`config.mk`:
```
export PLATFORM = sky130hd
export DESIGN_NAME = qou_ctrl
export DESIGN_NICKNAME = d
export VERILOG_FILES = /design/src/rtl/qou_pkg.sv /design/src/rtl/qou_ctrl.sv
export SDC_FILE = /design/constraint.sdc
export NUM_CORES = 1
export LEC_CHECK = 0
export ABC_AREA = 1
export BUFFER_PORTS_ARGS = -buffer_cell sky130_fd_sc_hd__buf_4
export CAP_MARGIN = 15
export CORE_MARGIN = 2
export CORE_UTILIZATION = 49
export DETAILED_ROUTE_END_ITERATION = 8
export GPL_TIMING_DRIVEN = 0
export HOLD_SLACK_MARGIN = 0.1
export PLACE_DENSITY = 0.75
export SLEW_MARGIN = 10
export SYNTH_ARGS = -nofsm -noshare
export SYNTH_HDL_FRONTEND = slang
export SYNTH_SLANG_ARGS = --single-unit
```
`constraint.sdc`:
```
create_clock -name clock -period 1.5 [get_ports clock]
set_input_delay 0.15 -clock clock [delete_from_list [all_inputs] [get_ports clock]]
set_output_delay 0.15 -clock clock [all_outputs]
set_load 0.05 [all_outputs]
```
`src/rtl/qou_pkg.sv`:
```
// qou_pkg: shared types, constants, microcode table and helpers for the
// quaternion orientation unit. No dependencies.

package qou_pkg;

   localparam int FracBits = 30;
   localparam logic [63:0] OneVal     = 64'd1 << FracBits;
   localparam logic [63:0] RndConst   = 64'd1 << (FracBits - 1);
   localparam logic [63:0] NearNumer  = 64'd1 << (2 * FracBits + 1);
   localparam logic [63:0] RootNumer  = 64'd1 << (2 * FracBits);
   localparam logic [63:0] SqrtArgMax = 64'hFFFF_FFFF_FFFF_FFFF >> FracBits;

   localparam int ThrW  = 11;
   localparam int IdxW  = 6;
   localparam int AddrW = 3;

   // request commands
   localparam logic [1:0] CmdLoad = 2'd0;
   localparam logic [1:0] CmdMul  = 2'd1;
   localparam logic [1:0] CmdNorm = 2'd2;
   localparam logic [1:0] CmdConj = 2'd3;

   // register index of the threshold
   localparam logic [AddrW-3:0] RegThr = '0;

   // first operand: state component
   localparam logic [1:0] AW = 2'd0;
   localparam logic [1:0] AX = 2'd1;
   localparam logic [1:0] AY = 2'd2;
   localparam logic [1:0] AZ = 2'd3;

   // second operand: request component, state component or scale
   localparam logic [3:0] BIW = 4'd0;
   localparam logic [3:0] BIX = 4'd1;
   localparam logic [3:0] BIY = 4'd2;
   localparam logic [3:0] BIZ = 4'd3;
   localparam logic [3:0] BQW = 4'd4;
   localparam logic [3:0] BQX = 4'd5;
   localparam logic [3:0] BQY = 4'd6;
   localparam logic [3:0] BQZ = 4'd7;
   localparam logic [3:0] BS  = 4'd8;

   // accumulator destinations
   localparam logic [3:0] DT0  = 4'd0;
   localparam logic [3:0] DT1  = 4'd1;
   localparam logic [3:0] DT2  = 4'd2;
   localparam logic [3:0] DT3  = 4'd3;
   localparam logic [3:0] DM2  = 4'd4;
   localparam logic [3:0] DV00 = 4'd5;
   localparam logic [3:0] DV01 = 4'd6;
   localparam logic [3:0] DV02 = 4'd7;
   localparam logic [3:0] DV10 = 4'd8;
   localparam logic [3:0] DV11 = 4'd9;
   localparam logic [3:0] DV12 = 4'd10;
   localparam logic [3:0] DV20 = 4'd11;
   localparam logic [3:0] DV21 = 4'd12;
   localparam logic [3:0] DV22 = 4'd13;

   // microcode segments
   localparam logic [IdxW-1:0] MulBase   = 6'd0;
   localparam logic [IdxW-1:0] MulLast   = 6'd15;
   localparam logic [IdxW-1:0] M2Base    = 6'd16;
   localparam logic [IdxW-1:0] M2Last    = 6'd19;
   localparam logic [IdxW-1:0] ScaleBase = 6'd20;
   localparam logic [IdxW-1:0] ScaleLast = 6'd23;
   localparam logic [IdxW-1:0] VecBase   = 6'd24;
   localparam logic [IdxW-1:0] VecLast   = 6'd41;

   localparam logic [1:0] AxisFwd = 2'd2;

   typedef struct packed {
      logic [1:0]  command;
      logic signed [31:0] in_w;
      logic signed [31:0] in_x;
      logic signed [31:0] in_y;
      logic signed [31:0] in_z;
   } req_data_type;

   typedef struct packed {
      logic signed [31:0] q_w;
      logic signed [31:0] q_x;
      logic signed [31:0] q_y;
      logic signed [31:0] q_z;
      logic [1:0]  axis_index;
      logic signed [31:0] vec_x;
      logic signed [31:0] vec_y;
      logic signed [31:0] vec_z;
      logic        last;
   } rsp_data_type;

   typedef struct packed {
      logic [1:0] a_sel;
      logic [3:0] b_sel;
      logic       neg;
      logic       first;
      logic       fin;
      logic       omin;
      logic [3:0] dst;
   } uop_type;

   typedef struct packed {
      logic            capture;
      logic            load;
      logic            conj;
      logic            prod;
      logic            accum;
      logic            commit;
      logic            sqrt_start;
      logic            div_start;
      logic            div_near;
      logic [IdxW-1:0] idx;
      logic [1:0]      axis;
   } dp_cmd_type;

   typedef struct packed {
      logic m2_zero;
      logic m2_near;
      logic sqrt_busy;
      logic div_busy;
   } dp_stat_type;

   function automatic uop_type ue(logic [1:0] a, logic [3:0] b, logic n, logic f,
                                  logic l, logic o, logic [3:0] d);
      uop_type u;
      u.a_sel = a;
      u.b_sel = b;
      u.neg   = n;
      u.first = f;
      u.fin   = l;
      u.omin  = o;
      u.dst   = d;
      return u;
   endfunction

   // one product term per entry: operands, sign, first/final flags, destination
   function automatic uop_type ucode(logic [IdxW-1:0] idx);
      uop_type u;
      case (idx)
         6'd0:  u = ue(AW, BIW, 1'b0, 1'b1, 1'b0, 1'b0, DT0);
         6'd1:  u = ue(AX, BIX, 1'b1, 1'b0, 1'b0, 1'b0, DT0);
         6'd2:  u = ue(AY, BIY, 1'b1, 1'b0, 1'b0, 1'b0, DT0);
         6'd3:  u = ue(AZ, BIZ, 1'b1, 1'b0, 1'b1, 1'b0, DT0);
         6'd4:  u = ue(AW, BIX, 1'b0, 1'b1, 1'b0, 1'b0, DT1);
         6'd5:  u = ue(AX, BIW, 1'b0, 1'b0, 1'b0, 1'b0, DT1);
         6'd6:  u = ue(AY, BIZ, 1'b1, 1'b0, 1'b0, 1'b0, DT1);
         6'd7:  u = ue(AZ, BIY, 1'b0, 1'b0, 1'b1, 1'b0, DT1);
         6'd8:  u = ue(AW, BIY, 1'b0, 1'b1, 1'b0, 1'b0, DT2);
         6'd9:  u = ue(AX, BIZ, 1'b0, 1'b0, 1'b0, 1'b0, DT2);
         6'd10: u = ue(AY, BIW, 1'b0, 1'b0, 1'b0, 1'b0, DT2);
         6'd11: u = ue(AZ, BIX, 1'b1, 1'b0, 1'b1, 1'b0, DT2);
         6'd12: u = ue(AW, BIZ, 1'b0, 1'b1, 1'b0, 1'b0, DT3);
         6'd13: u = ue(AX, BIY, 1'b1, 1'b0, 1'b0, 1'b0, DT3);
         6'd14: u = ue(AY, BIX, 1'b0, 1'b0, 1'b0, 1'b0, DT3);
         6'd15: u = ue(AZ, BIW, 1'b0, 1'b0, 1'b1, 1'b0, DT3);
         6'd16: u = ue(AW, BQW, 1'b0, 1'b1, 1'b0, 1'b0, DM2);
         6'd17: u = ue(AX, BQX, 1'b0, 1'b0, 1'b0, 1'b0, DM2);
         6'd18: u = ue(AY, BQY, 1'b0, 1'b0, 1'b0, 1'b0, DM2);
         6'd19: u = ue(AZ, BQZ, 1'b0, 1'b0, 1'b1, 1'b0, DM2);
         6'd20: u = ue(AW, BS,  1'b0, 1'b1, 1'b1, 1'b0, DT0);
         6'd21: u = ue(AX, BS,  1'b0, 1'b1, 1'b1, 1'b0, DT1);
         6'd22: u = ue(AY, BS,  1'b0, 1'b1, 1'b1, 1'b0, DT2);
         6'd23: u = ue(AZ, BS,  1'b0, 1'b1, 1'b1, 1'b0, DT3);
         6'd24: u = ue(AY, BQY, 1'b0, 1'b1, 1'b0, 1'b0, DV00);
         6'd25: u = ue(AZ, BQZ, 1'b0, 1'b0, 1'b1, 1'b1, DV00);
         6'd26: u = ue(AX, BQY, 1'b0, 1'b1, 1'b0, 1'b0, DV01);
         6'd27: u = ue(AW, BQZ, 1'b0, 1'b0, 1'b1, 1'b0, DV01);
         6'd28: u = ue(AX, BQZ, 1'b0, 1'b1, 1'b0, 1'b0, DV02);
         6'd29: u = ue(AW, BQY, 1'b1, 1'b0, 1'b1, 1'b0, DV02);
         6'd30: u = ue(AX, BQY, 1'b0, 1'b1, 1'b0, 1'b0, DV10);
         6'd31: u = ue(AW, BQZ, 1'b1, 1'b0, 1'b1, 1'b0, DV10);
         6'd32: u = ue(AX, BQX, 1'b0, 1'b1, 1'b0, 1'b0, DV11);
         6'd33: u = ue(AZ, BQZ, 1'b0, 1'b0, 1'b1, 1'b1, DV11);
         6'd34: u = ue(AY, BQZ, 1'b0, 1'b1, 1'b0, 1'b0, DV12);
         6'd35: u = ue(AW, BQX, 1'b0, 1'b0, 1'b1, 1'b0, DV12);
         6'd36: u = ue(AX, BQZ, 1'b0, 1'b1, 1'b0, 1'b0, DV20);
         6'd37: u = ue(AW, BQY, 1'b0, 1'b0, 1'b1, 1'b0, DV20);
         6'd38: u = ue(AY, BQZ, 1'b0, 1'b1, 1'b0, 1'b0, DV21);
         6'd39: u = ue(AW, BQX, 1'b1, 1'b0, 1'b1, 1'b0, DV21);
         6'd40: u = ue(AX, BQX, 1'b0, 1'b1, 1'b0, 1'b0, DV22);
         6'd41: u = ue(AY, BQY, 1'b0, 1'b0, 1'b1, 1'b1, DV22);
         default: u = '0;
      endcase
      return u;
   endfunction

   function automatic logic [31:0] sat32(logic signed [41:0] v);
      logic [31:0] r;
      if (v > 42'sh0_7FFF_FFFF) begin
         r = 32'h7FFF_FFFF;
      end else if (v < -42'sh0_8000_0000) begin
         r = 32'h8000_0000;
      end else begin
         r = v[31:0];
      end
      return r;
   endfunction

endpackage

```
`src/rtl/qou_ctrl.sv`:
```
// qou_ctrl: sequencer for the quaternion orientation unit; walks the
// microcode segments and the sqrt/divide steps. Depends on qou_pkg.

module qou_ctrl (
   input  logic                 clock,
   input  logic                 reset,
   input  logic                 req_valid,
   output logic                 req_ready,
   input  logic [1:0]           req_command,
   output logic                 rsp_valid,
   input  logic                 rsp_ready,
   output qou_pkg::dp_cmd_type  cmd,
   input  qou_pkg::dp_stat_type stat
);
   import qou_pkg::*;

   typedef enum logic [10:0] {
      S_IDLE   = 11'b000_0000_0001,
      S_EXEC   = 11'b000_0000_0010,
      S_PROD   = 11'b000_0000_0100,
      S_ACCUM  = 11'b000_0000_1000,
      S_CHECK  = 11'b000_0001_0000,
      S_SQRT   = 11'b000_0010_0000,
      S_SQWAIT = 11'b000_0100_0000,
      S_DIV    = 11'b000_1000_0000,
      S_DVWAIT = 11'b001_0000_0000,
      S_COMMIT = 11'b010_0000_0000,
      S_OUT    = 11'b100_0000_0000
   } state_type;

   state_type       state_ff, state_in;
   logic [IdxW-1:0] idx_ff, idx_in;
   logic [1:0]      cmd_ff, cmd_in;
   logic [1:0]      axis_ff, axis_in;
   logic            near_ff, near_in;

   always_ff @(posedge clock) begin
      if (reset) begin
         state_ff <= S_IDLE;
         idx_ff   <= '0;
         cmd_ff   <= CmdLoad;
         axis_ff  <= '0;
         near_ff  <= 1'b0;
      end else begin
         state_ff <= state_in;
         idx_ff   <= idx_in;
         cmd_ff   <= cmd_in;
         axis_ff  <= axis_in;
         near_ff  <= near_in;
      end
   end

   assign req_ready = (state_ff == S_IDLE);
   assign rsp_valid = (state_ff == S_OUT);

   always_comb begin
      state_in = state_ff;
      idx_in   = idx_ff;
      cmd_in   = cmd_ff;
      axis_in  = axis_ff;
      near_in  = near_ff;
      cmd      = '0;
      cmd.idx  = idx_ff;
      cmd.axis = axis_ff;
      case (state_ff)
         S_IDLE: begin
            if (req_valid) begin
               cmd.capture = 1'b1;
               cmd_in = req_command;
               if (req_command == CmdMul) begin
                  idx_in   = MulBase;
                  state_in = S_PROD;
               end else if (req_command == CmdNorm) begin
                  idx_in   = M2Base;
                  state_in = S_PROD;
               end else begin
                  state_in = S_EXEC;
               end
            end
         end
         S_EXEC: begin
            cmd.load = (cmd_ff == CmdLoad);
            cmd.conj = (cmd_ff == CmdConj);
            idx_in   = VecBase;
            state_in = S_PROD;
         end
         S_PROD: begin
            cmd.prod = 1'b1;
            state_in = S_ACCUM;
         end
         S_ACCUM: begin
            cmd.accum = 1'b1;
            if (idx_ff == MulLast || idx_ff == ScaleLast) begin
               state_in = S_COMMIT;
            end else if (idx_ff == M2Last) begin
               state_in = S_CHECK;
            end else if (idx_ff == VecLast) begin
               axis_in  = '0;
               state_in = S_OUT;
            end else begin
               idx_in   = idx_ff + 1'b1;
               state_in = S_PROD;
            end
         end
         S_CHECK: begin
            near_in = stat.m2_near;
            if (stat.m2_zero) begin
               idx_in   = VecBase;
               state_in = S_PROD;
            end else if (stat.m2_near) begin
               state_in = S_DIV;
            end else begin
               state_in = S_SQRT;
            end
         end
         S_SQRT: begin
            cmd.sqrt_start = 1'b1;
            state_in = S_SQWAIT;
         end
         S_SQWAIT: begin
            if (!stat.sqrt_busy) begin
               state_in = S_DIV;
            end
         end
         S_DIV: begin
            cmd.div_start = 1'b1;
            cmd.div_near  = near_ff;
            state_in = S_DVWAIT;
         end
         S_DVWAIT: begin
            if (!stat.div_busy) begin
               idx_in   = ScaleBase;
               state_in = S_PROD;
            end
         end
         S_COMMIT: begin
            cmd.commit = 1'b1;
            idx_in   = VecBase;
            state_in = S_PROD;
         end
         S_OUT: begin
            if (rsp_ready) begin
               if (axis_ff == AxisFwd) begin
                  state_in = S_IDLE;
               end else begin
                  axis_in = axis_ff + 1'b1;
               end
            end
         end
         default: begin
            state_in = S_IDLE;
         end
      endcase
   end

endmodule

```
==> flow_metrics.tcl <==
set metrics [dict create \
    rows 20 \
    synth_fp_nets 259 \
    hpwlAfterDp_mm 2.87 \
    hold_viol 0 \
    n_antenna_cell 0 \
    cts_buffer_depth 2 \
    grt_max_degree 13 \
    p_total_mw 3.52 \
    synth_seq_cells 22 \
    whs_ns 0.110 \
    grt_pass1_wl_mm 6.56 \
    clock_power_share_pct 8.4 \
    timing.final.ws_setup_ns -0.192 \
    rsz0062_at_grt "true" \
    syn-cell-area_mm2 0.00153 \
    via_per_inst 5.11 \
    chipHeight_um 60.0 \
    final-setup-viol-count 26 \
    wl_mm 4.25 \
    nets 317 \
    worstSkewPairLatency_ns 0.32 \
    critPathKind "reg -> out" \
    swShare_pct 50.9 \
    relSlewSlack_pct 68.2 \
    overflow 0 \
    vdd_drop_max_mv 0.856 \
    routedWlPerCell_um 12.7 \
    power_frac_comb_pct 67.0 \
    drive_gt1_share_pct 42.9 \
    path_clk_slew_ns 0.14 \
    drc 0 \
    ff_latch_area_um2 474 \
    finalCritPeriodShare_pct 113 \
    die_w_um 60.0 \
    grt_use_total_pct 24.0 \
    core_area_mm2 0.00300 \
    postRouteAntennaNets 0 \
    multi_input_area_mm2 0.00109 \
    initialDrtViolationCount 68 \
    root_buffer "clkbuf_4" \
    pwr_density_cell_mw_per_mm2 1540 \
    io_pins 29 \
    ys_warn_count 0 \
    switchingPower_mw 1.79 \
    start_kind "flip-flop" \
    timing.fmax_mhz 591 \
    cts_tree "built" \
    synth_cell_type_count 28 \
    status "finished, violations left" \
    avgSynthCellArea_um2 6.29 \
    start_util_pct 51.1 \
    fillers 232 \
    tns_ns -3.01 \
    cap_viol_max_count 0 \
    vias 1707 \
    tightest_slew_ns 0.477 \
    first_pass_iters 4 \
    cellLeakagePower_nw 1.17 \
    intPower_mw 1.73 \
    numCtsBuffers 3 \
    pre_cts_ws_ns -0.140 \
    layout_min_cycle_time_ns 1.69 \
    cp_max_fo 4 \
    place_inst 304 \
    finalMaxSlewViolations 0 \
    clock-sinks 22 \
    htreeDepth 1 \
    end_kind "primary output" \
    area_growth_pct 48.9 \
    grt_pass1_vias 1529 \
    clock-skew-final_ns 0.0185 \
    syn_inst 244 \
    antenna_found_initial 0 \
    gp_congestion 0.882 \
    violations "negative setup slack" \
    cp.required_ns 1.35 \
    arrival_ns 1.54 \
    stdcell_count 334 \
    fp.dieArea_mm2 0.00359 \
    yosysSeqAreaShare_pct 28.7 \
    seq_power_share_pct 24.5 \
    port_buffers 27 \
    min_path_type "in -> reg" \
]
==> placed cells by master, fill, tap and decap left out, types with 2 or more instances in the layout <==
| master | instances |
|---|---|
| nor3_1 | 2 |
| buf_4 | 36 |
| clkbuf_1 | 2 |
| nor3_4 | 2 |
| a21oi_1 | 6 |
| nor2_2 | 7 |
| nor2_4 | 12 |
| inv_4 | 2 |
| ha_1 | 4 |
| o21ai_2 | 2 |
| nand2_2 | 9 |
| dfxtp_2 | 15 |
| o21ai_1 | 4 |
| dfxtp_4 | 4 |
| nand3_2 | 3 |
| buf_8 | 6 |
| inv_2 | 5 |
| nor3_2 | 3 |
| nand4_1 | 5 |
| nand2_1 | 48 |
| o21ai_0 | 5 |
| dfxtp_1 | 3 |
| nor2_1 | 35 |
| inv_1 | 34 |
| nand3_1 | 14 |
| nand2_4 | 6 |
| nand3b_1 | 3 |
| buf_6 | 10 |
| clkbuf_4 | 3 |
==> what timing repair did <==
| action | CTS | global route |
|---|---|---|
| hold buffers | 1 | 0 |
| buffers inserted | 21 | 4 |
| setup endpoints to repair | 25 | 28 |
| resized for setup | 43 | 31 |
| pin swaps | 16 | 10 |
| hold endpoints to repair | 1 | 0 |
==> routing by layer <==
layer  track usage, %  routed length, um
met1             30.5               1900
met2             42.9               2170
met3             2.81                137
met4             5.71                 51
met5                0                  0
==> flip-flops by register name, summed over array words and instances (netlist names) <==
signal    count
axis_ff       2
cmd_ff        2
idx_ff        6
near_ff       1
state_ff     11
==> worst max-delay path: stages (launching register included) <==
cell,delay (ns)
dfxtp_4,0.39
nor2_4,0.10
nand2_4,0.09
nor2_4,0.12
nand4_1,0.20
nor2_2,0.16
buf_6,0.17
==> synthesized netlist by cell type <==
cell type,n,area (um^2)
a21oi_1,6,30.0
a31oi_1,1,6.26
buf_2,1,5.00
clkbuf_1,1,3.75
dfxtp_1,22,440
ha_1,5,62.6
inv_1,38,143
inv_2,3,11.3
nand2_1,56,210
nand2_2,2,12.5
nand2_4,5,56.3
nand3_1,16,80.1
nand3_2,1,10.0
nand3_4,1,17.5
nand3b_1,3,22.5
nand4_1,5,31.3
nor2_1,44,165
nor2_2,7,43.8
nor2_4,3,33.8
nor2_8,1,20.0
nor3_1,7,35.0
o2111ai_1,1,8.76
o21ai_0,8,40.0
o21ai_1,3,15.0
o22ai_1,1,6.26
or2_0,1,6.26
xnor2_1,1,8.76
xor2_1,1,8.76
==> path summary, 6_finish.rpt <==
path,start,end,slack [ns],cells after the start
worst max-delay path,state_ff[8],cmd[8],-0.19,6
worst min-delay path,req_command[1],cmd_ff[1],0.11,3
worst max register to register,state_ff[5],state_ff[0],-0.15,11
worst min register to register,near_ff,near_ff,0.48,2
==> power groups by stage <==
stage | logic [mW] | registers [mW] | clock network [mW]
4_1_cts | 2.18 | 0.853 | 0.301
6_report | 2.36 | 0.864 | 0.296
2_1_floorplan | 1.36 | 0.953 | 0
3_5_place_dp | 1.86 | 0.844 | 0
5_1_grt | 2.58 | 0.880 | 0.326
3_3_place_gp | 1.83 | 0.845 | 0
==> logic make-up after synthesis <==
| kind of cell | count (synthesis) | synth area share, % |
|---|---|---|
| XOR/XNOR | 2 | 1.14 |
| AO/OA/AOI/OAI | 20 | 6.93 |
| buffers and inverters | 43 | 10.6 |
| AND/OR/NAND/NOR | 152 | 48.5 |
| adder cells (fa/ha/maj) | 5 | 4.08 |
| flip-flops | 22 | 28.7 |
==> layout make-up <==
type / count / area share [%]
clock buffers: 4 / 1.15
flip-flops and latches: 22 / 20.8
inverters: 41 / 6.96
multi-input cells: 179 / 47.8
plain buffers: 2 / 0.384
well taps: 33 / 1.81
repair buffers: 53 / 21.2
==> stage by stage <==
stage               cell area, um^2  util, %
finish                         2280     76.0
global route                   2280     76.0
CTS                            2160     71.8
detailed placement             1840     61.2
global placement               1840     61.2
floorplan                      1590        -
Note: power is estimated with default switching activity, not from simulation.
