### src/rtl/qou_pkg.sv
// qou_pkg: shared types, constants, microcode table and helpers for the
// quaternion orientation unit. No dependencies.

package qou_pkg;

   localparam int FracBits = 30;
   localparam logic [63:0] OneVal     = 64'd1 << FracBits;
   localparam logic [63:0] RndConst   = 64'd1 << (FracBits - 1);
   localparam logic [63:0] NearNumer  = 64'd1 << (2 * FracBits + 1);
   localparam logic [63:0] RootNumer  = 64'd1 << (2 * FracBits);
   localparam logic [63:0] SqrtArgMax = 64'hFFFF_FFFF_FFFF_FFFF >> FracBits;

   localparam int ThrW  = 11;
   localparam int IdxW  = 6;
   localparam int AddrW = 3;

   // request commands
   localparam logic [1:0] CmdLoad = 2'd0;
   localparam logic [1:0] CmdMul  = 2'd1;
   localparam logic [1:0] CmdNorm = 2'd2;
   localparam logic [1:0] CmdConj = 2'd3;

   // register index of the threshold
   localparam logic [AddrW-3:0] RegThr = '0;

   // first operand: state component
   localparam logic [1:0] AW = 2'd0;
   localparam logic [1:0] AX = 2'd1;
   localparam logic [1:0] AY = 2'd2;
   localparam logic [1:0] AZ = 2'd3;

   // second operand: request component, state component or scale
   localparam logic [3:0] BIW = 4'd0;
   localparam logic [3:0] BIX = 4'd1;
   localparam logic [3:0] BIY = 4'd2;
   localparam logic [3:0] BIZ = 4'd3;
   localparam logic [3:0] BQW = 4'd4;
   localparam logic [3:0] BQX = 4'd5;
   localparam logic [3:0] BQY = 4'd6;
   localparam logic [3:0] BQZ = 4'd7;
   localparam logic [3:0] BS  = 4'd8;

   // accumulator destinations
   localparam logic [3:0] DT0  = 4'd0;
   localparam logic [3:0] DT1  = 4'd1;
   localparam logic [3:0] DT2  = 4'd2;
   localparam logic [3:0] DT3  = 4'd3;
   localparam logic [3:0] DM2  = 4'd4;
   localparam logic [3:0] DV00 = 4'd5;
   localparam logic [3:0] DV01 = 4'd6;
   localparam logic [3:0] DV02 = 4'd7;
   localparam logic [3:0] DV10 = 4'd8;
   localparam logic [3:0] DV11 = 4'd9;
   localparam logic [3:0] DV12 = 4'd10;
   localparam logic [3:0] DV20 = 4'd11;
   localparam logic [3:0] DV21 = 4'd12;
   localparam logic [3:0] DV22 = 4'd13;

   // microcode segments
   localparam logic [IdxW-1:0] MulBase   = 6'd0;
   localparam logic [IdxW-1:0] MulLast   = 6'd15;
   localparam logic [IdxW-1:0] M2Base    = 6'd16;
   localparam logic [IdxW-1:0] M2Last    = 6'd19;
   localparam logic [IdxW-1:0] ScaleBase = 6'd20;
   localparam logic [IdxW-1:0] ScaleLast = 6'd23;
   localparam logic [IdxW-1:0] VecBase   = 6'd24;
   localparam logic [IdxW-1:0] VecLast   = 6'd41;

   localparam logic [1:0] AxisFwd = 2'd2;

   typedef struct packed {
      logic [1:0]  command;
      logic signed [31:0] in_w;
      logic signed [31:0] in_x;
      logic signed [31:0] in_y;
      logic signed [31:0] in_z;
   } req_data_type;

   typedef struct packed {
      logic signed [31:0] q_w;
      logic signed [31:0] q_x;
      logic signed [31:0] q_y;
      logic signed [31:0] q_z;
      logic [1:0]  axis_index;
      logic signed [31:0] vec_x;
      logic signed [31:0] vec_y;
      logic signed [31:0] vec_z;
      logic        last;
   } rsp_data_type;

   typedef struct packed {
      logic [1:0] a_sel;
      logic [3:0] b_sel;
      logic       neg;
      logic       first;
      logic       fin;
      logic       omin;
      logic [3:0] dst;
   } uop_type;

   typedef struct packed {
      logic            capture;
      logic            load;
      logic            conj;
      logic            prod;
      logic            accum;
      logic            commit;
      logic            sqrt_start;
      logic            div_start;
      logic            div_near;
      logic [IdxW-1:0] idx;
      logic [1:0]      axis;
   } dp_cmd_type;

   typedef struct packed {
      logic m2_zero;
      logic m2_near;
      logic sqrt_busy;
      logic div_busy;
   } dp_stat_type;

   function automatic uop_type ue(logic [1:0] a, logic [3:0] b, logic n, logic f,
                                  logic l, logic o, logic [3:0] d);
      uop_type u;
      u.a_sel = a;
      u.b_sel = b;
      u.neg   = n;
      u.first = f;
      u.fin   = l;
      u.omin  = o;
      u.dst   = d;
      return u;
   endfunction

   // one product term per entry: operands, sign, first/final flags, destination
   function automatic uop_type ucode(logic [IdxW-1:0] idx);
      uop_type u;
      case (idx)
         6'd0:  u = ue(AW, BIW, 1'b0, 1'b1, 1'b0, 1'b0, DT0);
         6'd1:  u = ue(AX, BIX, 1'b1, 1'b0, 1'b0, 1'b0, DT0);
         6'd2:  u = ue(AY, BIY, 1'b1, 1'b0, 1'b0, 1'b0, DT0);
         6'd3:  u = ue(AZ, BIZ, 1'b1, 1'b0, 1'b1, 1'b0, DT0);
         6'd4:  u = ue(AW, BIX, 1'b0, 1'b1, 1'b0, 1'b0, DT1);
         6'd5:  u = ue(AX, BIW, 1'b0, 1'b0, 1'b0, 1'b0, DT1);
         6'd6:  u = ue(AY, BIZ, 1'b1, 1'b0, 1'b0, 1'b0, DT1);
         6'd7:  u = ue(AZ, BIY, 1'b0, 1'b0, 1'b1, 1'b0, DT1);
         6'd8:  u = ue(AW, BIY, 1'b0, 1'b1, 1'b0, 1'b0, DT2);
         6'd9:  u = ue(AX, BIZ, 1'b0, 1'b0, 1'b0, 1'b0, DT2);
         6'd10: u = ue(AY, BIW, 1'b0, 1'b0, 1'b0, 1'b0, DT2);
         6'd11: u = ue(AZ, BIX, 1'b1, 1'b0, 1'b1, 1'b0, DT2);
         6'd12: u = ue(AW, BIZ, 1'b0, 1'b1, 1'b0, 1'b0, DT3);
         6'd13: u = ue(AX, BIY, 1'b1, 1'b0, 1'b0, 1'b0, DT3);
         6'd14: u = ue(AY, BIX, 1'b0, 1'b0, 1'b0, 1'b0, DT3);
         6'd15: u = ue(AZ, BIW, 1'b0, 1'b0, 1'b1, 1'b0, DT3);
         6'd16: u = ue(AW, BQW, 1'b0, 1'b1, 1'b0, 1'b0, DM2);
         6'd17: u = ue(AX, BQX, 1'b0, 1'b0, 1'b0, 1'b0, DM2);
         6'd18: u = ue(AY, BQY, 1'b0, 1'b0, 1'b0, 1'b0, DM2);
         6'd19: u = ue(AZ, BQZ, 1'b0, 1'b0, 1'b1, 1'b0, DM2);
         6'd20: u = ue(AW, BS,  1'b0, 1'b1, 1'b1, 1'b0, DT0);
         6'd21: u = ue(AX, BS,  1'b0, 1'b1, 1'b1, 1'b0, DT1);
         6'd22: u = ue(AY, BS,  1'b0, 1'b1, 1'b1, 1'b0, DT2);
         6'd23: u = ue(AZ, BS,  1'b0, 1'b1, 1'b1, 1'b0, DT3);
         6'd24: u = ue(AY, BQY, 1'b0, 1'b1, 1'b0, 1'b0, DV00);
         6'd25: u = ue(AZ, BQZ, 1'b0, 1'b0, 1'b1, 1'b1, DV00);
         6'd26: u = ue(AX, BQY, 1'b0, 1'b1, 1'b0, 1'b0, DV01);
         6'd27: u = ue(AW, BQZ, 1'b0, 1'b0, 1'b1, 1'b0, DV01);
         6'd28: u = ue(AX, BQZ, 1'b0, 1'b1, 1'b0, 1'b0, DV02);
         6'd29: u = ue(AW, BQY, 1'b1, 1'b0, 1'b1, 1'b0, DV02);
         6'd30: u = ue(AX, BQY, 1'b0, 1'b1, 1'b0, 1'b0, DV10);
         6'd31: u = ue(AW, BQZ, 1'b1, 1'b0, 1'b1, 1'b0, DV10);
         6'd32: u = ue(AX, BQX, 1'b0, 1'b1, 1'b0, 1'b0, DV11);
         6'd33: u = ue(AZ, BQZ, 1'b0, 1'b0, 1'b1, 1'b1, DV11);
         6'd34: u = ue(AY, BQZ, 1'b0, 1'b1, 1'b0, 1'b0, DV12);
         6'd35: u = ue(AW, BQX, 1'b0, 1'b0, 1'b1, 1'b0, DV12);
         6'd36: u = ue(AX, BQZ, 1'b0, 1'b1, 1'b0, 1'b0, DV20);
         6'd37: u = ue(AW, BQY, 1'b0, 1'b0, 1'b1, 1'b0, DV20);
         6'd38: u = ue(AY, BQZ, 1'b0, 1'b1, 1'b0, 1'b0, DV21);
         6'd39: u = ue(AW, BQX, 1'b1, 1'b0, 1'b1, 1'b0, DV21);
         6'd40: u = ue(AX, BQX, 1'b0, 1'b1, 1'b0, 1'b0, DV22);
         6'd41: u = ue(AY, BQY, 1'b0, 1'b0, 1'b1, 1'b1, DV22);
         default: u = '0;
      endcase
      return u;
   endfunction

   function automatic logic [31:0] sat32(logic signed [41:0] v);
      logic [31:0] r;
      if (v > 42'sh0_7FFF_FFFF) begin
         r = 32'h7FFF_FFFF;
      end else if (v < -42'sh0_8000_0000) begin
         r = 32'h8000_0000;
      end else begin
         r = v[31:0];
      end
      return r;
   endfunction

endpackage

### src/rtl/qou_datapath.sv
// qou_datapath: state quaternion, shared multiplier and accumulator, bit-serial
// square root and restoring divider, basis vector registers. Depends on qou_pkg.

module qou_datapath (
   input  logic                  clock,
   input  logic                  reset,
   input  qou_pkg::req_data_type req_data,
   input  logic [qou_pkg::ThrW-1:0] thr,
   input  qou_pkg::dp_cmd_type   cmd,
   output qou_pkg::dp_stat_type  stat,
   output qou_pkg::rsp_data_type rsp_data
);
   import qou_pkg::*;

   logic [31:0] q_ff [4];
   logic [31:0] t_ff [4];
   logic [31:0] b_ff [4];
   logic [31:0] v_ff [9];
   logic signed [65:0] prod_ff;
   logic signed [39:0] acc_ff;
   logic [34:0] m2_ff;

   uop_type u;
   logic [31:0] a_word, b_word, s_val;
   logic signed [32:0] a33, b33;
   logic signed [65:0] prod_in, rsum;
   logic signed [35:0] rnd;
   logic signed [36:0] term;
   logic signed [39:0] acc_in;
   logic signed [41:0] fin;
   logic [31:0] fin_sat;
   logic signed [36:0] diff;
   logic [36:0] absd;

   assign u = ucode(cmd.idx);

   always_comb begin
      case (u.a_sel)
         AW: a_word = q_ff[0];
         AX: a_word = q_ff[1];
         AY: a_word = q_ff[2];
         default: a_word = q_ff[3];
      endcase
      case (u.b_sel)
         BIW: b_word = b_ff[0];
         BIX: b_word = b_ff[1];
         BIY: b_word = b_ff[2];
         BIZ: b_word = b_ff[3];
         BQW: b_word = q_ff[0];
         BQX: b_word = q_ff[1];
         BQY: b_word = q_ff[2];
         BQZ: b_word = q_ff[3];
         default: b_word = s_val;
      endcase
      a33 = {a_word[31], a_word};
      b33 = (u.b_sel == BS) ? {1'b0, b_word} : {b_word[31], b_word};
      prod_in = a33 * b33;
   end

   // round to nearest: add half an lsb, floor shift
   always_comb begin
      rsum   = prod_ff + $signed(66'(RndConst));
      rnd    = rsum[FracBits +: 36];
      term   = u.neg ? -{rnd[35], rnd} : {rnd[35], rnd};
      acc_in = u.first ? 40'(term) : acc_ff + 40'(term);
      if (u.dst >= DV00) begin
         fin = u.omin ? $signed(42'(OneVal)) - (42'(acc_in) <<< 1) : (42'(acc_in) <<< 1);
      end else begin
         fin = 42'(acc_in);
      end
      fin_sat = sat32(fin);
   end

   // square root, two argument bits per cycle
   logic [63:0] sq_arg_ff;
   logic [35:0] sq_rem_ff;
   logic [31:0] sq_root_ff;
   logic [4:0]  sq_cnt_ff;
   logic        sq_busy_ff;
   logic [35:0] sq_sh, sq_trial;

   assign sq_sh    = {sq_rem_ff[33:0], sq_arg_ff[63:62]};
   assign sq_trial = {2'b00, sq_root_ff, 2'b01};

   always_ff @(posedge clock) begin
      if (reset) begin
         sq_busy_ff <= 1'b0;
      end else if (cmd.sqrt_start) begin
         sq_busy_ff <= 1'b1;
      end else if (sq_busy_ff && sq_cnt_ff == '0) begin
         sq_busy_ff <= 1'b0;
      end
   end

   always_ff @(posedge clock) begin
      if (cmd.sqrt_start) begin
         sq_arg_ff  <= (64'(m2_ff) > SqrtArgMax) ? '1 : (64'(m2_ff) << FracBits);
         sq_rem_ff  <= '0;
         sq_root_ff <= '0;
         sq_cnt_ff  <= '1;
      end else if (sq_busy_ff) begin
         sq_arg_ff <= {sq_arg_ff[61:0], 2'b00};
         sq_cnt_ff <= sq_cnt_ff - 1'b1;
         if (sq_sh >= sq_trial) begin
            sq_rem_ff  <= sq_sh - sq_trial;
            sq_root_ff <= {sq_root_ff[30:0], 1'b1};
         end else begin
            sq_rem_ff  <= sq_sh;
            sq_root_ff <= {sq_root_ff[30:0], 1'b0};
         end
      end
   end

   // restoring divide, one quotient bit per cycle
   logic [63:0] dv_num_ff, dv_quo_ff;
   logic [35:0] dv_den_ff, dv_rem_ff;
   logic [5:0]  dv_cnt_ff;
   logic        dv_busy_ff;
   logic [36:0] dv_sh;
   logic [35:0] near_den;
   logic [31:0] root1;

   assign dv_sh    = {dv_rem_ff, dv_num_ff[63]};
   assign near_den = 36'(m2_ff) + 36'(OneVal);
   assign root1    = (sq_root_ff == '0) ? 32'd1 : sq_root_ff;
   assign s_val    = (|dv_quo_ff[63:32]) ? 32'hFFFF_FFFF : dv_quo_ff[31:0];

   always_ff @(posedge clock) begin
      if (reset) begin
         dv_busy_ff <= 1'b0;
      end else if (cmd.div_start) begin
         dv_busy_ff <= 1'b1;
      end else if (dv_busy_ff && dv_cnt_ff == '0) begin
         dv_busy_ff <= 1'b0;
      end
   end

   always_ff @(posedge clock) begin
      if (cmd.div_start) begin
         if (cmd.div_near) begin
            dv_den_ff <= near_den;
            dv_num_ff <= NearNumer + 64'(near_den >> 1);
         end else begin
            dv_den_ff <= 36'(root1);
            dv_num_ff <= RootNumer + 64'(root1 >> 1);
         end
         dv_rem_ff <= '0;
         dv_quo_ff <= '0;
         dv_cnt_ff <= '1;
      end else if (dv_busy_ff) begin
         dv_num_ff <= {dv_num_ff[62:0], 1'b0};
         dv_cnt_ff <= dv_cnt_ff - 1'b1;
         if (dv_sh >= {1'b0, dv_den_ff}) begin
            dv_rem_ff <= 36'(dv_sh - {1'b0, dv_den_ff});
            dv_quo_ff <= {dv_quo_ff[62:0], 1'b1};
         end else begin
            dv_rem_ff <= dv_sh[35:0];
            dv_quo_ff <= {dv_quo_ff[62:0], 1'b0};
         end
      end
   end

   // state and working registers
   always_ff @(posedge clock) begin
      if (reset) begin
         q_ff[0] <= OneVal[31:0];
         q_ff[1] <= '0;
         q_ff[2] <= '0;
         q_ff[3] <= '0;
      end else if (cmd.load) begin
         q_ff <= b_ff;
      end else if (cmd.conj) begin
         for (int i = 1; i < 4; i++) begin
            q_ff[i] <= sat32(-42'($signed(q_ff[i])));
         end
      end else if (cmd.commit) begin
         q_ff <= t_ff;
      end
   end

   always_ff @(posedge clock) begin
      if (cmd.capture) begin
         b_ff[0] <= req_data.in_w;
         b_ff[1] <= req_data.in_x;
         b_ff[2] <= req_data.in_y;
         b_ff[3] <= req_data.in_z;
      end
      if (cmd.prod) begin
         prod_ff <= prod_in;
      end
      if (cmd.accum) begin
         acc_ff <= acc_in;
         if (u.fin) begin
            case (u.dst)
               DT0:  t_ff[0] <= fin_sat;
               DT1:  t_ff[1] <= fin_sat;
               DT2:  t_ff[2] <= fin_sat;
               DT3:  t_ff[3] <= fin_sat;
               DM2:  m2_ff   <= acc_in[34:0];
               DV00: v_ff[0] <= fin_sat;
               DV01: v_ff[1] <= fin_sat;
               DV02: v_ff[2] <= fin_sat;
               DV10: v_ff[3] <= fin_sat;
               DV11: v_ff[4] <= fin_sat;
               DV12: v_ff[5] <= fin_sat;
               DV20: v_ff[6] <= fin_sat;
               DV21: v_ff[7] <= fin_sat;
               DV22: v_ff[8] <= fin_sat;
               default: acc_ff <= acc_in;
            endcase
         end
      end
   end

   assign diff = $signed({2'b00, m2_ff}) - $signed(37'(OneVal));
   assign absd = diff[36] ? 37'(-diff) : 37'(diff);

   always_comb begin
      stat.m2_zero   = (m2_ff == '0);
      stat.m2_near   = (absd < 37'(thr));
      stat.sqrt_busy = sq_busy_ff;
      stat.div_busy  = dv_busy_ff;
   end

   always_comb begin
      rsp_data.q_w        = q_ff[0];
      rsp_data.q_x        = q_ff[1];
      rsp_data.q_y        = q_ff[2];
      rsp_data.q_z        = q_ff[3];
      rsp_data.axis_index = cmd.axis;
      rsp_data.last       = (cmd.axis == AxisFwd);
      case (cmd.axis)
         2'd0: begin
            rsp_data.vec_x = v_ff[0];
            rsp_data.vec_y = v_ff[1];
            rsp_data.vec_z = v_ff[2];
         end
         2'd1: begin
            rsp_data.vec_x = v_ff[3];
            rsp_data.vec_y = v_ff[4];
            rsp_data.vec_z = v_ff[5];
         end
         default: begin
            rsp_data.vec_x = v_ff[6];
            rsp_data.vec_y = v_ff[7];
            rsp_data.vec_z = v_ff[8];
         end
      endcase
   end

endmodule

### config.mk
export PLATFORM = sky130hd
export DESIGN_NAME = qou_datapath
export DESIGN_NICKNAME = d
export VERILOG_FILES = /design/src/rtl/qou_pkg.sv /design/src/rtl/qou_datapath.sv
export SDC_FILE = /design/constraint.sdc
export NUM_CORES = 2
export LEC_CHECK = 0
export BUFFER_PORTS_ARGS = -buffer_cell sky130_fd_sc_hd__buf_2
export CAP_MARGIN = 20
export CORE_MARGIN = 3
export CORE_UTILIZATION = 55
export CTS_CLUSTER_DIAMETER = 150
export CTS_CLUSTER_SIZE = 28
export DETAILED_ROUTE_END_ITERATION = 10
export PLACE_DENSITY_LB_ADDON = 0.2
export SKIP_CTS_REPAIR_TIMING = 1
export SYNTH_ARGS = -nofsm -noshare
export SYNTH_HDL_FRONTEND = slang
export SYNTH_SLANG_ARGS = --single-unit
### constraint.sdc
create_clock -name clock -period 19 [get_ports clock]
set_input_delay 3.8 -clock clock [delete_from_list [all_inputs] [get_ports clock]]
set_output_delay 3.8 -clock clock [all_outputs]
set_load 0.005 [all_outputs]
==> flow_summary.ini <==
[routing]
viasPerCell = 6.18
vias = 73800
post_drt_wl_per_cell_um = 27.0
dr.pass1.iters = 11
ant_nets = 0
wl_um = 322000
drc_errors = 3
drtIter0Drc = 9054

[grt]
grt.total_usage = 0.369
grt_pass1_vias = 72700
overflow = 0
grt_pass1_wl_um = 475000
grt_max_degree = 121
antenna_found_initial = 34

[floorplan]
fp.dieH_um = 418
die_w_um = 418
fp.dieArea_um2 = 175000
ioPinCount = 391
rows = 150
core_area_um2 = 168000
start_util = 0.556

[setup_path]
slowest_delay_ns = 0.75
path_class = input pin to flop
regToRegSetupSlack_ns = 6.21
reg2reg_depth = 36
critPathLaunchType = input pin
cpMaxStageDelayCell = and3_2
crit_top_cell = fa_1
regToRegStartpoint = dv_quo_ff[49]$_SDFFE_PP0P_
required_ns = 19.42
reg2reg_to = prod_ff[60]$_DFFE_PP_
crit_fanout = 30
critPathCaptureType = flop
crit_arrival_ns = 17.71

[place]
place_congestion = 1.04
hpwl_um = 243000
port_buffers = 388

[synth]
synth_cell_types = 88
synth_xor_area_frac = 0.0298
async_flop_share = 0
syn_inst = 9613
syn-num-nets = 11200
synth_compound_area_frac = 0.0999
syn_area_per_cell_um2 = 9.73
synth.cell_area_um2 = 93500
synth_edf_count = 804
synth_top_family_by_area = adder cells
synthMuxAreaShare = 0.0455
synth_seq_cells = 1111
synth_ff_type = edfxtp_1
synth_fa_ha_area_frac = 0.282
ys_seq_area_frac = 0.324
yosys.area_share.simple = 0.141
synth_warnings = 0

[timing]
rsz0062_at_grt = false
relSlewSlack = 0.190
fmaxAchievable_ghz = 0.0578
finClkSkew_ns = 0.0409
period_minus_slack_ns = 17.29
hold_viol = 0
tightest_slew_ns = 1.20
slew_violations = 0
min_period_over_period = 0.910
setup_tns_ns = 0
setup_viol = 0

[hold_path]
hold_path.class = flop to flop
min_to = dv_rem_ff[29]$_SDFFE_PP0P_
hold-path-cell-count = 2
min_from = dv_rem_ff[29]$_SDFFE_PP0P_

[clock_tree]
cts.sinks = 1111
root_buffer = clkbuf_16
cts_buffers = 45
clock_latency_ns = 0.69
clockBufferDepth = 3
path_clk_slew_ns = 0.11
cts_htree_levels = 2
cts_tree = yes

[final_layout]
layout-drive-gt1-share = 0.0864
area_growth_syn_to_layout_pct = 6.25
finalNetCount = 11300

[job]
drv_cap = 0

[run_status]
violations = design-rule violations
status = complete, but fails checks
[through the flow]
stage	hold WS [ns]	std cells	utilization	area [µm²]	worst slack, ns
5_1_grt	0.509	11900	0.591	99400	1.53
4_1_cts	0.479	11900	0.590	99200	1.91
3_5_place_dp	0.464	11800	0.582	97900	1.20
6_report	0.481	11900	0.591	99400	1.71
3_3_place_gp	0.457	11800	0.582	97900	1.56
2_1_floorplan	0.440	9613	-	93500	3.21
[layout make-up]
cell class | count | area [µm²]
fillers | 14500 | 68800
multi-input cells | 6569 | 56300
flip-flops and latches | 1111 | 30300
inverters | 1378 | 5170
repair buffers | 584 | 3550
well taps | 2204 | 2760
clock buffers | 69 | 1220
clock inverters | 4 | 48.8
diodes | 17 | 42.5
[how the worst max path moves through the flow]
stage / startpoint / end / depth (start not counted)
2_1_floorplan: cmd[4] / prod_ff[60]$_DFFE_PP_ / 48
5_1_grt: cmd[3] / prod_ff[60]$_DFFE_PP_ / 40
3_3_place_gp: cmd[3] / prod_ff[64]$_DFFE_PP_ / 40
4_1_cts: cmd[3] / prod_ff[64]$_DFFE_PP_ / 40
3_5_place_dp: cmd[3] / prod_ff[64]$_DFFE_PP_ / 40
6_report: cmd[3] / prod_ff[60]$_DFFE_PP_ / 40
[kinds of logic (layout without fill, tap and decap cells)]
| group | after synthesis | count (layout) |
|---|---|---|
| adder cells (fa/ha/maj) | 1438 | 1438 |
| XOR/XNOR | 318 | 318 |
| multiplexers | 417 | 417 |
| flip-flops | 1111 | 1111 |
| AO/OA/AOI/OAI | 1395 | 1395 |
| buffers and inverters | 1933 | 2035 |
| AND/OR/NAND/NOR | 3001 | 3001 |
| other | 0 | 17 |
[synth_stat cells, drive strengths merged (10+ instances only)]
master,count,area (µm²)
and2,42,263
edfxtp,804,24100
nand2b,59,369
o221ai,35,307
a222oi,58,581
o31ai,26,209
o31a,10,87.6
o211ai,25,188
fa,1113,22300
mux2i,350,3500
xnor2,213,1870
buf,60,275
a31oi,48,300
o41ai,12,124
dfxtp,307,6150
mux2,67,754
nor3,160,811
and3,68,425
xor2,105,920
a21o,87,653
a21oi,313,1570
o311ai,36,315
nor2b,70,438
or3,39,244
or2,51,319
o22ai,22,138
a221oi,43,377
ha,325,4070
nor2,1232,4620
and4,20,175
o21ai,323,1620
or4,22,169
nand4,69,432
a311oi,34,298
nand3b,17,128
nand2,971,3640
inv,1376,5160
nand3,80,410
clkbuf,495,1860
nor4,64,422
a211oi,174,1310
o21a,45,338
nor3b,11,82.6
[cells in the final DEF, fill, tap and decap left out, types with 284 or more instances in the layout]
master and instances:
nand2_1 970, edfxtp_1 804, nor2_1 1215, fa_1 1113, a21oi_1 299, buf_2 380
o21ai_0 284, mux2i_1 340, inv_1 1374, ha_1 325, dfxtp_1 305
[sequential cells by signal, indices dropped and copies added, names as in the netlist, 36 cells and up]
register and flops:
rsp_data 128, sq_arg_ff 49, t_ff 128, dv_quo_ff 64, acc_ff 40, dv_rem_ff 36, v_ff 288, prod_ff 36
dv_den_ff 36, b_ff 128, dv_num_ff 64
[layer usage]
layer  global-route usage  wire length, µm  part of all wire  vias up
met3               0.0795            33000              0.10      887
met2                0.541           138000              0.43     4137
met1                0.486           122000              0.38    36800
li1                     -                -                 -    32000
met5                    0              130           0.00040        -
met4                0.267            28900             0.090       12
[worst max-delay path: cells and delay by family]
family / cells / cell delay [ns]
compound gates: 14 / 4.96
fa+ha+maj: 10 / 4.66
buf+inv: 6 / 0.57
xor+xnor: 1 / 0.16
simple gates: 9 / 3.49
Power is not shown: default switching activity piles up to over one toggle a cycle in this logic, so the estimate is an artifact.
